[config.mk]
export PLATFORM = sky130hd
export DESIGN_NAME = hex_record_stream_parser_core
export DESIGN_NICKNAME = d
export VERILOG_FILES = /design/src/sv/hrsp_pkg.sv /design/src/sv/hex_record_stream_parser_core.sv /design/src/sv/hrsp_front.sv /design/src/sv/hrsp_queue.sv /design/src/sv/hrsp_back.sv
export SDC_FILE = /design/constraint.sdc
export NUM_CORES = 1
export LEC_CHECK = 0
export CAP_MARGIN = 10
export CORE_MARGIN = 4
export CORE_UTILIZATION = 42
export DETAILED_ROUTE_END_ITERATION = 6
export DONT_BUFFER_PORTS = 1
export HOLD_SLACK_MARGIN = 0.08
export PLACE_DENSITY = 0.64
export REMOVE_ABC_BUFFERS = 1
export SLEW_MARGIN = 30
export SYNTH_ARGS = -nofsm -noshare
export SYNTH_HDL_FRONTEND = slang
export SYNTH_HIERARCHICAL = 1
export SYNTH_SLANG_ARGS = --single-unit
[constraint.sdc]
create_clock -name clk -period 6.39 [get_ports clk]
set_input_delay 0.3195 -clock clk [delete_from_list [all_inputs] [get_ports clk]]
set_output_delay 0.3195 -clock clk [all_outputs]
set_load 0.005 [all_outputs]
[src/sv/hrsp_pkg.sv]
package hrsp_pkg;

    localparam logic [7:0] COLON_CHAR = 8'h3A;
    localparam logic [7:0] EOF_TYPE   = 8'h01;

    typedef enum logic [2:0] {
        PH_WAIT,
        PH_COUNT,
        PH_ADDR,
        PH_TYPE,
        PH_DATA,
        PH_CSUM,
        PH_HALT
    } phase_t;

    typedef enum logic [2:0] {
        RK_DATA    = 3'd0,
        RK_OK      = 3'd1,
        RK_BAD_SUM = 3'd2,
        RK_EOF     = 3'd3,
        RK_BAD_HEX = 3'd4
    } res_kind_t;

    // One classified character as it travels from the front to the back.
    typedef struct packed {
        logic       is_colon;
        logic       is_hex;
        logic [3:0] nib;
    } class_t;

    typedef struct packed {
        res_kind_t   kind;
        logic [15:0] addr;
        logic [7:0]  data;
        logic [7:0]  rkind;
    } result_t;

endpackage

[src/sv/hex_record_stream_parser_core.sv]
// Intel HEX record parser, one ASCII character per beat. Characters before a
// colon are skipped; after it the block reads count, address, type, data and
// checksum as hex pairs, emits each data byte with its wrapped 16-bit address,
// and reports record accepted, checksum mismatch, end of file or bad hex digit.
// After end of file, a mismatch or a bad digit every character is dropped
// until reset. Input and results both behave like queues: a character enters
// on push while full is low, and a result leaves on pop while empty is low.
// Throughput is one character per clock while full is low; a character passes
// the classifier register, then the character queue, then the parser into the
// result queue before the result it causes can be popped. The parser handles
// one character per clock out of the queue and holds only while the two-entry
// result queue is full; the character queue (QUEUE_DEPTH entries) absorbs those
// holds before full rises.
module hex_record_stream_parser_core
#(
    parameter int QUEUE_DEPTH = 4
)
(
    input  logic        clk,
    input  logic        rst_n,
    input  logic        push,
    output logic        full,
    input  logic [7:0]  in_char,
    output logic        empty,
    input  logic        pop,
    output logic [2:0]  result_kind,
    output logic [15:0] byte_address,
    output logic [7:0]  data_byte,
    output logic [7:0]  record_kind
);
    import hrsp_pkg::*;

    logic    fq_push;
    logic    fq_full;
    class_t  fq_item;
    logic    bq_pop;
    logic    bq_empty;
    class_t  bq_item;
    result_t res;

    // Classify each character and hold it until the queue takes it.
    hrsp_front u_front
    (
        .clk     (clk),
        .rst_n   (rst_n),
        .push    (push),
        .full    (full),
        .in_char (in_char),
        .q_push  (fq_push),
        .q_full  (fq_full),
        .q_item  (fq_item)
    );

    // Decouple classification from parsing so each side stalls on its own.
    hrsp_queue
    #(
        .DEPTH (QUEUE_DEPTH)
    )
    u_queue
    (
        .clk     (clk),
        .rst_n   (rst_n),
        .wr_en   (fq_push),
        .wr_item (fq_item),
        .full    (fq_full),
        .rd_en   (bq_pop),
        .rd_item (bq_item),
        .empty   (bq_empty)
    );

    // Run the record state machine and queue results for the consumer.
    hrsp_back u_back
    (
        .clk     (clk),
        .rst_n   (rst_n),
        .q_empty (bq_empty),
        .q_item  (bq_item),
        .q_pop   (bq_pop),
        .pop     (pop),
        .empty   (empty),
        .res_out (res)
    );

    assign result_kind  = res.kind;
    assign byte_address = res.addr;
    assign data_byte    = res.data;
    assign record_kind  = res.rkind;

endmodule

[src/sv/hrsp_front.sv]
module hrsp_front
(
    input  logic                clk,
    input  logic                rst_n,
    input  logic                push,
    output logic                full,
    input  logic [7:0]          in_char,
    output logic                q_push,
    input  logic                q_full,
    output hrsp_pkg::class_t    q_item
);
    import hrsp_pkg::*;

    logic   valid_reg;
    logic   valid_next;
    class_t item_reg;
    class_t item_next;
    logic   accept;

    // Decode one character into colon flag, hex flag and nibble value.
    always_comb
    begin
        item_next.is_colon = (in_char == COLON_CHAR);
        item_next.is_hex   = 1'b1;
        item_next.nib      = 4'h0;
        if (in_char inside {[8'h30:8'h39]})
        begin
            item_next.nib = in_char[3:0];
        end
        else if (in_char inside {[8'h41:8'h46], [8'h61:8'h66]})
        begin
            item_next.nib = in_char[3:0] + 4'd9;
        end
        else
        begin
            item_next.is_hex = 1'b0;
        end
    end

    assign q_push = valid_reg && !q_full;
    assign full   = valid_reg && q_full;
    assign accept = push && !full;
    assign q_item = item_reg;

    always_comb
    begin
        valid_next = valid_reg;
        if (accept)
        begin
            valid_next = 1'b1;
        end
        else if (q_push)
        begin
            valid_next = 1'b0;
        end
    end

    always_ff @(posedge clk or negedge rst_n)
    begin
        if (!rst_n)
        begin
            valid_reg <= 1'b0;
        end
        else
        begin
            valid_reg <= valid_next;
        end
    end

    always_ff @(posedge clk)
    begin
        if (accept)
        begin
            item_reg <= item_next;
        end
    end

endmodule

[src/sv/hrsp_queue.sv]
module hrsp_queue
#(
    parameter int DEPTH = 4
)
(
    input  logic                clk,
    input  logic                rst_n,
    input  logic                wr_en,
    input  hrsp_pkg::class_t    wr_item,
    output logic                full,
    input  logic                rd_en,
    output hrsp_pkg::class_t    rd_item,
    output logic                empty
);
    import hrsp_pkg::*;

    localparam int PTR_W = (DEPTH > 1) ? $clog2(DEPTH) : 1;
    localparam int CNT_W = $clog2(DEPTH + 1);

    class_t             mem [DEPTH];
    logic [PTR_W-1:0]   wr_ptr_reg;
    logic [PTR_W-1:0]   wr_ptr_next;
    logic [PTR_W-1:0]   rd_ptr_reg;
    logic [PTR_W-1:0]   rd_ptr_next;
    logic [CNT_W-1:0]   cnt_reg;
    logic [CNT_W-1:0]   cnt_next;
    logic               do_wr;
    logic               do_rd;

    assign full    = (cnt_reg == CNT_W'(DEPTH));
    assign empty   = (cnt_reg == '0);
    assign do_wr   = wr_en && !full;
    assign do_rd   = rd_en && !empty;
    assign rd_item = mem[rd_ptr_reg];

    always_comb
    begin
        wr_ptr_next = wr_ptr_reg;
        rd_ptr_next = rd_ptr_reg;
        cnt_next    = cnt_reg;
        if (do_wr)
        begin
            wr_ptr_next = (wr_ptr_reg == PTR_W'(DEPTH - 1)) ? '0 : wr_ptr_reg + 1'b1;
        end
        if (do_rd)
        begin
            rd_ptr_next = (rd_ptr_reg == PTR_W'(DEPTH - 1)) ? '0 : rd_ptr_reg + 1'b1;
        end
        if (do_wr && !do_rd)
        begin
            cnt_next = cnt_reg + 1'b1;
        end
        else if (do_rd && !do_wr)
        begin
            cnt_next = cnt_reg - 1'b1;
        end
    end

    always_ff @(posedge clk or negedge rst_n)
    begin
        if (!rst_n)
        begin
            wr_ptr_reg <= '0;
            rd_ptr_reg <= '0;
            cnt_reg    <= '0;
        end
        else
        begin
            wr_ptr_reg <= wr_ptr_next;
            rd_ptr_reg <= rd_ptr_next;
            cnt_reg    <= cnt_next;
        end
    end

    always_ff @(posedge clk)
    begin
        if (do_wr)
        begin
            mem[wr_ptr_reg] <= wr_item;
        end
    end

    a_cnt_bound: assert property (@(posedge clk) disable iff (!rst_n)
        cnt_reg <= CNT_W'(DEPTH))
        else $error("queue count above depth");

endmodule

[src/sv/hrsp_back.sv]
module hrsp_back
(
    input  logic                clk,
    input  logic                rst_n,
    input  logic                q_empty,
    input  hrsp_pkg::class_t    q_item,
    output logic                q_pop,
    input  logic                pop,
    output logic                empty,
    output hrsp_pkg::result_t   res_out
);
    import hrsp_pkg::*;

    phase_t      phase_reg, phase_next;
    logic [1:0]  nib_cnt_reg, nib_cnt_next;
    logic [11:0] high_reg, high_next;
    logic [7:0]  len_reg, len_next;
    logic [15:0] addr_reg, addr_next;
    logic [7:0]  type_reg, type_next;
    logic [7:0]  idx_reg, idx_next;
    logic [7:0]  sum_reg, sum_next;

    logic        consume;
    logic        last;
    logic [15:0] value;
    logic [7:0]  v8;
    logic        res_push;
    result_t     res_next;

    // Two-entry result queue.
    result_t     out_mem [2];
    logic        out_wr_reg, out_wr_next;
    logic        out_rd_reg, out_rd_next;
    logic [1:0]  out_cnt_reg, out_cnt_next;
    logic        out_pop;

    assign consume = !q_empty && (out_cnt_reg != 2'd2);
    assign q_pop   = consume;
    assign value   = {high_reg, q_item.nib};
    assign v8      = value[7:0];
    assign last    = (phase_reg == PH_ADDR) ? (nib_cnt_reg == 2'd3) : (nib_cnt_reg == 2'd1);

    always_comb
    begin
        phase_next   = phase_reg;
        nib_cnt_next = nib_cnt_reg;
        high_next    = high_reg;
        len_next     = len_reg;
        addr_next    = addr_reg;
        type_next    = type_reg;
        idx_next     = idx_reg;
        sum_next     = sum_reg;
        res_push     = 1'b0;
        res_next     = '{kind: RK_DATA, addr: 16'h0000, data: 8'h00, rkind: type_reg};
        if (consume)
        begin
            case (phase_reg)
                PH_HALT:
                begin
                end
                PH_WAIT:
                begin
                    if (q_item.is_colon)
                    begin
                        phase_next   = PH_COUNT;
                        nib_cnt_next = 2'd0;
                        high_next    = 12'h000;
                        len_next     = 8'h00;
                        addr_next    = 16'h0000;
                        type_next    = 8'h00;
                        idx_next     = 8'h00;
                        sum_next     = 8'h00;
                    end
                end
                default:
                begin
                    if (!q_item.is_hex)
                    begin
                        res_push      = 1'b1;
                        res_next.kind = RK_BAD_HEX;
                        phase_next    = PH_HALT;
                    end
                    else if (!last)
                    begin
                        high_next    = {high_reg[7:0], q_item.nib};
                        nib_cnt_next = nib_cnt_reg + 2'd1;
                    end
                    else
                    begin
                        nib_cnt_next = 2'd0;
                        high_next    = 12'h000;
                        case (phase_reg)
                            PH_COUNT:
                            begin
                                len_next   = v8;
                                sum_next   = sum_reg + v8;
                                phase_next = PH_ADDR;
                            end
                            PH_ADDR:
                            begin
                                addr_next  = value;
                                sum_next   = sum_reg + value[7:0] + value[15:8];
                                phase_next = PH_TYPE;
                            end
                            PH_TYPE:
                            begin
                                type_next = v8;
                                sum_next  = sum_reg + v8;
                                idx_next  = 8'h00;
                                if (v8 == EOF_TYPE)
                                begin
                                    res_push       = 1'b1;
                                    res_next.kind  = RK_EOF;
                                    res_next.rkind = v8;
                                    phase_next     = PH_HALT;
                                end
                                else
                                begin
                                    phase_next = (len_reg == 8'h00) ? PH_CSUM : PH_DATA;
                                end
                            end
                            PH_DATA:
                            begin
                                res_push      = 1'b1;
                                res_next.kind = RK_DATA;
                                res_next.addr = addr_reg + {8'h00, idx_reg};
                                res_next.data = v8;
                                sum_next      = sum_reg + v8;
                                idx_next      = idx_reg + 8'd1;
                                if ((idx_reg + 8'd1) == len_reg)
                                begin
                                    phase_next = PH_CSUM;
                                end
                            end
                            default:
                            begin
                                res_push = 1'b1;
                                if ((sum_reg + v8) == 8'h00)
                                begin
                                    res_next.kind = RK_OK;
                                    phase_next    = PH_WAIT;
                                end
                                else
                                begin
                                    res_next.kind = RK_BAD_SUM;
                                    phase_next    = PH_HALT;
                                end
                            end
                        endcase
                    end
                end
            endcase
        end
    end

    assign empty   = (out_cnt_reg == 2'd0);
    assign out_pop = pop && !empty;
    assign res_out = out_mem[out_rd_reg];

    always_comb
    begin
        out_wr_next  = res_push ? !out_wr_reg : out_wr_reg;
        out_rd_next  = out_pop ? !out_rd_reg : out_rd_reg;
        out_cnt_next = out_cnt_reg;
        if (res_push && !out_pop)
        begin
            out_cnt_next = out_cnt_reg + 2'd1;
        end
        else if (out_pop && !res_push)
        begin
            out_cnt_next = out_cnt_reg - 2'd1;
        end
    end

    always_ff @(posedge clk or negedge rst_n)
    begin
        if (!rst_n)
        begin
            phase_reg   <= PH_WAIT;
            nib_cnt_reg <= 2'd0;
            high_reg    <= 12'h000;
            len_reg     <= 8'h00;
            addr_reg    <= 16'h0000;
            type_reg    <= 8'h00;
            idx_reg     <= 8'h00;
            sum_reg     <= 8'h00;
            out_wr_reg  <= 1'b0;
            out_rd_reg  <= 1'b0;
            out_cnt_reg <= 2'd0;
        end
        else
        begin
            phase_reg   <= phase_next;
            nib_cnt_reg <= nib_cnt_next;
            high_reg    <= high_next;
            len_reg     <= len_next;
            addr_reg    <= addr_next;
            type_reg    <= type_next;
            idx_reg     <= idx_next;
            sum_reg     <= sum_next;
            out_wr_reg  <= out_wr_next;
            out_rd_reg  <= out_rd_next;
            out_cnt_reg <= out_cnt_next;
        end
    end

    always_ff @(posedge clk)
    begin
        if (res_push)
        begin
            out_mem[out_wr_reg] <= res_next;
        end
    end

    a_halt_sticky: assert property (@(posedge clk) disable iff (!rst_n)
        phase_reg == PH_HALT |=> phase_reg == PH_HALT)
        else $error("parser left halt without reset");

    a_no_overflow: assert property (@(posedge clk) disable iff (!rst_n)
        res_push |-> out_cnt_reg != 2'd2)
        else $error("result written into full result queue");

    a_data_phase: assert property (@(posedge clk) disable iff (!rst_n)
        res_push && res_next.kind == RK_DATA |-> phase_reg == PH_DATA)
        else $error("data beat outside data phase");

    a_halt_silent: assert property (@(posedge clk) disable iff (!rst_n)
        phase_reg == PH_HALT |-> !res_push)
        else $error("result produced while halted");

endmodule

-- Yosys cells after proc, flatten, opt, wreduce, memory -nomap -nowiden
Memories as Yosys holds them, arrays and structs flattened.
Cells that the tools add are included.
- register bits: 83
- RAM bits: 94
- input bits: 12
- output and inout bits: 37
- logic and storage cells: 179
- memories kept: 2
- add/sub/neg operators: 12
- magnitude comparators: 6
- equal/unequal tests: 17
- multiplexer cells: 72
- bitwise operators: 1
- reductions and logical operators: 51
- memory list (name ; words ; width ; read ports ; clocked after Yosys merged registers in ; write ports ; line ; text):
    u_back.out_mem ; 2 ; 35 ; 1 ; 0 ; 1 ; hrsp_back.sv:31 ; result_t out_mem [2];
    u_queue.mem ; 4 ; 6 ; 1 ; 0 ; 1 ; hrsp_queue.sv:20 ; class_t mem [DEPTH];
- operators by type and width (kind ; count):
    two-way mux 35 bit ; 3
    two-way mux 8 bit ; 13
    case mux 8 bit (2 select lines) ; 6
    two-way mux 16 bit ; 4
    two-way mux 12 bit ; 3
    two-way mux 32 bit ; 1
    case mux 16 bit (2 select lines) ; 1
    AND reduction 6 bit ; 5
    two-way mux 3 bit ; 9
    two-way mux 24 bit ; 1
    case mux 12 bit (2 select lines) ; 1
    two-way mux 2 bit ; 9
    nonzero test 2 bit ; 9
    adder 16 x 8 -> 16 bit ; 1
    adder 8 bit ; 2
    >= comparator 8 x 7 -> 1 bit (second input constant) ; 2
    less-or-equal comparator 8 x 7 -> 1 bit (second input constant) ; 2
    logical NOT 8 bit ; 2
    logical AND 1 bit ; 14
    two-way mux 1 bit ; 14
    case mux 3 bit (4 select lines) ; 1
    logical NOT 1 bit ; 10
    equality test 3 bit (second input constant) ; 3
    adder 2 x 1 -> 2 bit (second input constant) ; 4
    29 further kinds ; 39

-- Longest topological paths before layout
An unclocked memory read counts as a cell.
- depth after elaboration: 12
- mapped depth: 14
- mapped depth without buffers: 13

-- Modules after synthesis
Netlist, hierarchy kept.
- by module, submodules not included (module ; times used ; cells each ; area an instance (um^2) ; sequential area each (um^2)):
    hrsp_back ; 1 ; 631 ; 7362.1 ; 3828.7
    hrsp_queue ; 1 ; 69 ; 1321.3 ; 895.9
    hrsp_front ; 1 ; 38 ; 456.7 ; 205.2

-- Least setup slack after synthesis
OpenSTA, ideal clock, no wires.
- path type: reg-to-reg
- start: register u_queue.rd_ptr_reg[0]
- end: memory u_back/out_mem[0][0] in the netlist's numbering, enable pin
- setup time: 431 ps
- data arrival time: 3655 ps
- data required time: 5959 ps
- setup slack: 2304 ps
- stages on the path, launching flop included: 8
- path buffers: 1
- clock period less this slack: 4086 ps
- cells stage by stage: dfrtp_1 > buf_2 > mux4_2 > nor4b_1 > and2_1 > a21oi_1 > o21bai_1 > nor2b_1
- RTL lines (what ; line ; text):
    start: declaration ; hrsp_queue.sv:23 ; logic [PTR_W-1:0] rd_ptr_reg;
    start signal: assignment ; hrsp_queue.sv:70 ; rd_ptr_reg <= rd_ptr_next;
    end: declaration ; hrsp_back.sv:31 ;

==> metrics.yaml <==
status:
  status: "finished clean"
clock_tree:
  cts_hold_buf: 4
  cts_resized: 0
  clockBufferDepth: 2
  cts_max_level: 4
  cts_inserted_buffers: 17
  clockRootBuffer: "clkbuf_16"
  clkSlewWorstSetupHoldPaths_ns: 0.07
  tritoncts: "built"
  cts_sinks: 177
  clk_latency_ns: 0.43
  postCtsSetupBuffers: 0
setup_path:
  startpoint: "u_queue/rd_ptr_reg[0]$_DFFE_PN0P_"
  required_ns: 6.70
  crit_path_max_fanout: 9
  start_kind: "flip-flop"
  cp_data_arrival_time_ns: 4.50
  crit_path_end_kind: "flip-flop"
  crit_type: "flip-flop to flip-flop"
  r2r_slack_ns: 2.19
  worstRegToRegCells: 13
  r2r_start: "u_queue/rd_ptr_reg[0]$_DFFE_PN0P_"
grt:
  grt_busiest_layer: "met2"
  grt_max_degree: 78
  grt_remaining_overflow: 0
  gr-usage-met2_pct: 27.8
  grt_pass1_wl_mm: 31.2
  use_met3_pct: 2.70
  grt.met1_usage_pct: 20.6
  track_usage_pct: 16.0
  antenna_found_initial: 0
  grt_pass1_vias: 5998
final_layout:
  largest_register_ffs: 70
  fin_nets: 787
  final_cell_mix: "edfxtp_1 (100), dfrtp_1 (77), nand2_1 (61)"
  stdcell_count: 1025
  nFillCells: 1847
  area_delta_synth_final_pct: 10.6
  multi_input_area_um2: 4020
  regArea_um2: 4930
  layout-drive-gt1-share_pct: 17.1
  final_common_cell: "edfxtp_1"
  num_antenna_cells: 0
synth:
  avgSynthCellArea_um2: 12.4
  synth_top_area_share_pct: 32.9
  async_reset_ff_share_pct: 43.5
  ys_top_cells_by_area: "edfxtp_1 (33%), dfrtp_1 (21%), mux2_2 (7.3%)"
  ys.flop_type: "edfxtp_1"
  postSynthCellCount: 738
  yosysUniqueCellTypes: 79
  yosysWarnings: 6
  synth_top_area_cell: "edfxtp_1"
  synth_edf_count: 100
  seq_area_frac_synth_pct: 53.9
  netlist_area_um2: 9140
  synth_seq_cells: 177
detailed_routing:
  drt-pass1-iter-count: 5
  initialDrtViolationCount: 410
  avgRoutedWirePerCell_um: 18.5
  drc: 0
  vias: 5812
  totalWireLength_mm: 18.9
  ant_nets: 0
  post_drt_via_cell_ratio: 5.67
placement:
  place_hpwl_mm: 13.2
  port_buffers: 0
  gp_congestion: 0.865
  dp_cells: 987
floorplan:
  start_util_pct: 43.1
  core_um2: 21200
  die_area_um2: 24200
  io_pins: 49
  placementRows: 53
  die_width_um: 156
  fp.dieH_um: 156
sta:
  setup_tns_ns: 0
  tightest_slew_ns: 0.820
  slew_headroom_pct: 45.4
  fmax_mhz: 238
  drv_slew: 0
  hold_viol_final: 0
  skew_ns: 0.00984
  min_period_over_period_pct: 65.7
  rsz0062_at_grt: "no"
  setup_viol: 0
  fin_crit_ns: 4.20
worst_hold_path:
  min-delay-path-class: "input pin to flip-flop"
  min_from: "in_char[2]"
  hold_depth: 2
power:
  leakagePower_uw: 0.00398
  power_density_nw_per_um2: 458
  ir_worst_vdd_mv: 0.197
run:
  cap_violations: 0
[final timing paths]
| check | endpoint |
|---|---|
| worst min-delay path | u_front/q_item[2]$_DFFE_PP_ |
| worst max-delay path | u_back/sum_reg[7]$_DFFE_PN0P_ |
| min in group asynchronous | u_back/phase_reg[0]$_DFFE_PN0P_ |
| max in group asynchronous | u_back/addr_reg[15]$_DFFE_PN0P_ |
| worst max register to register | u_back/sum_reg[7]$_DFFE_PN0P_ |
| worst min register to register | u_back/sum_reg[3]$_DFFE_PN0P_ |
[where the power goes]
group | leakage, uW | internal [uW] | total (uW) | switching, uW
clock network | 0.000297 | 626 | 1070 | 447
registers | 0.00196 | 1540 | 1780 | 237
logic | 0.00173 | 775 | 1780 | 1010
total | 0.00398 | 2940 | 4630 | 1690
[stage by stage]
step	cell area (um^2)	utilization, %	power, uW	hold WS, ns	setup slack [ns]
finish	10100	47.6	4630	0.116	2.19
global route	10100	47.6	4940	0.0932	1.81
CTS	10100	47.4	4660	0.0921	2.23
detailed placement	9400	44.3	3550	0.0271	2.29
global placement	9390	44.3	3500	0.0278	2.35
floorplan	9010	-	3080	0.0239	2.26
[layer usage]
metal,up-vias,wire length [um]
li1,2744,-
met1,2885,8120
met2,166,9670
met3,17,890
met4,0,240
met5,-,0
[critical path: stages (launching register included)]
cell and delay (ns):
dfrtp_1 0.62, mux4_2 0.62, ha_1 0.26, fa_1 0.40, a211oi_1 0.35, nor2_1 0.12
xor2_1 0.29, ha_1 0.35, nand3_1 0.11, o2111ai_1 0.16, o31ai_1 0.30, mux2i_1 0.25
xor2_1 0.14, o21ai_0 0.09
[cell usage after synthesis, drive strengths merged (7+ instances only)]
cell,instances
nand4,7
mux2,65
clkbuf,16
o31ai,13
nand2,61
xnor2,17
ha,34
nor2b,16
a22o,10
buf,14
o21ai,37
a31oi,7
a21o,7
edfxtp,100
a21oi,32
nor2,29
nand2b,7
and2,24
nand3,9
inv,21
a211o,7
xor2,20
nor3,10
dfrtp,77
[cell families after synthesis]
group | Yosys count | share of synthesized area [%]
AOI/OAI and AO/OA | 153 | 11.9
xor gates and xnor gates | 37 | 3.75
adders and majority gates | 38 | 5.53
buffers and inverters | 51 | 2.29
DFF | 177 | 53.9
muxes | 77 | 10.3
and+or+nand+nor | 205 | 12.3
[cell type report]
class	count	area share [%]
clock inverters	12	1.66
inverters	21	0.780
well taps	275	3.41
clock buffers	20	4.32
multi-input cells	510	39.8
repair buffers	10	1.25
flip-flops and latches	177	48.8
(Power assumes the default switching activity.)
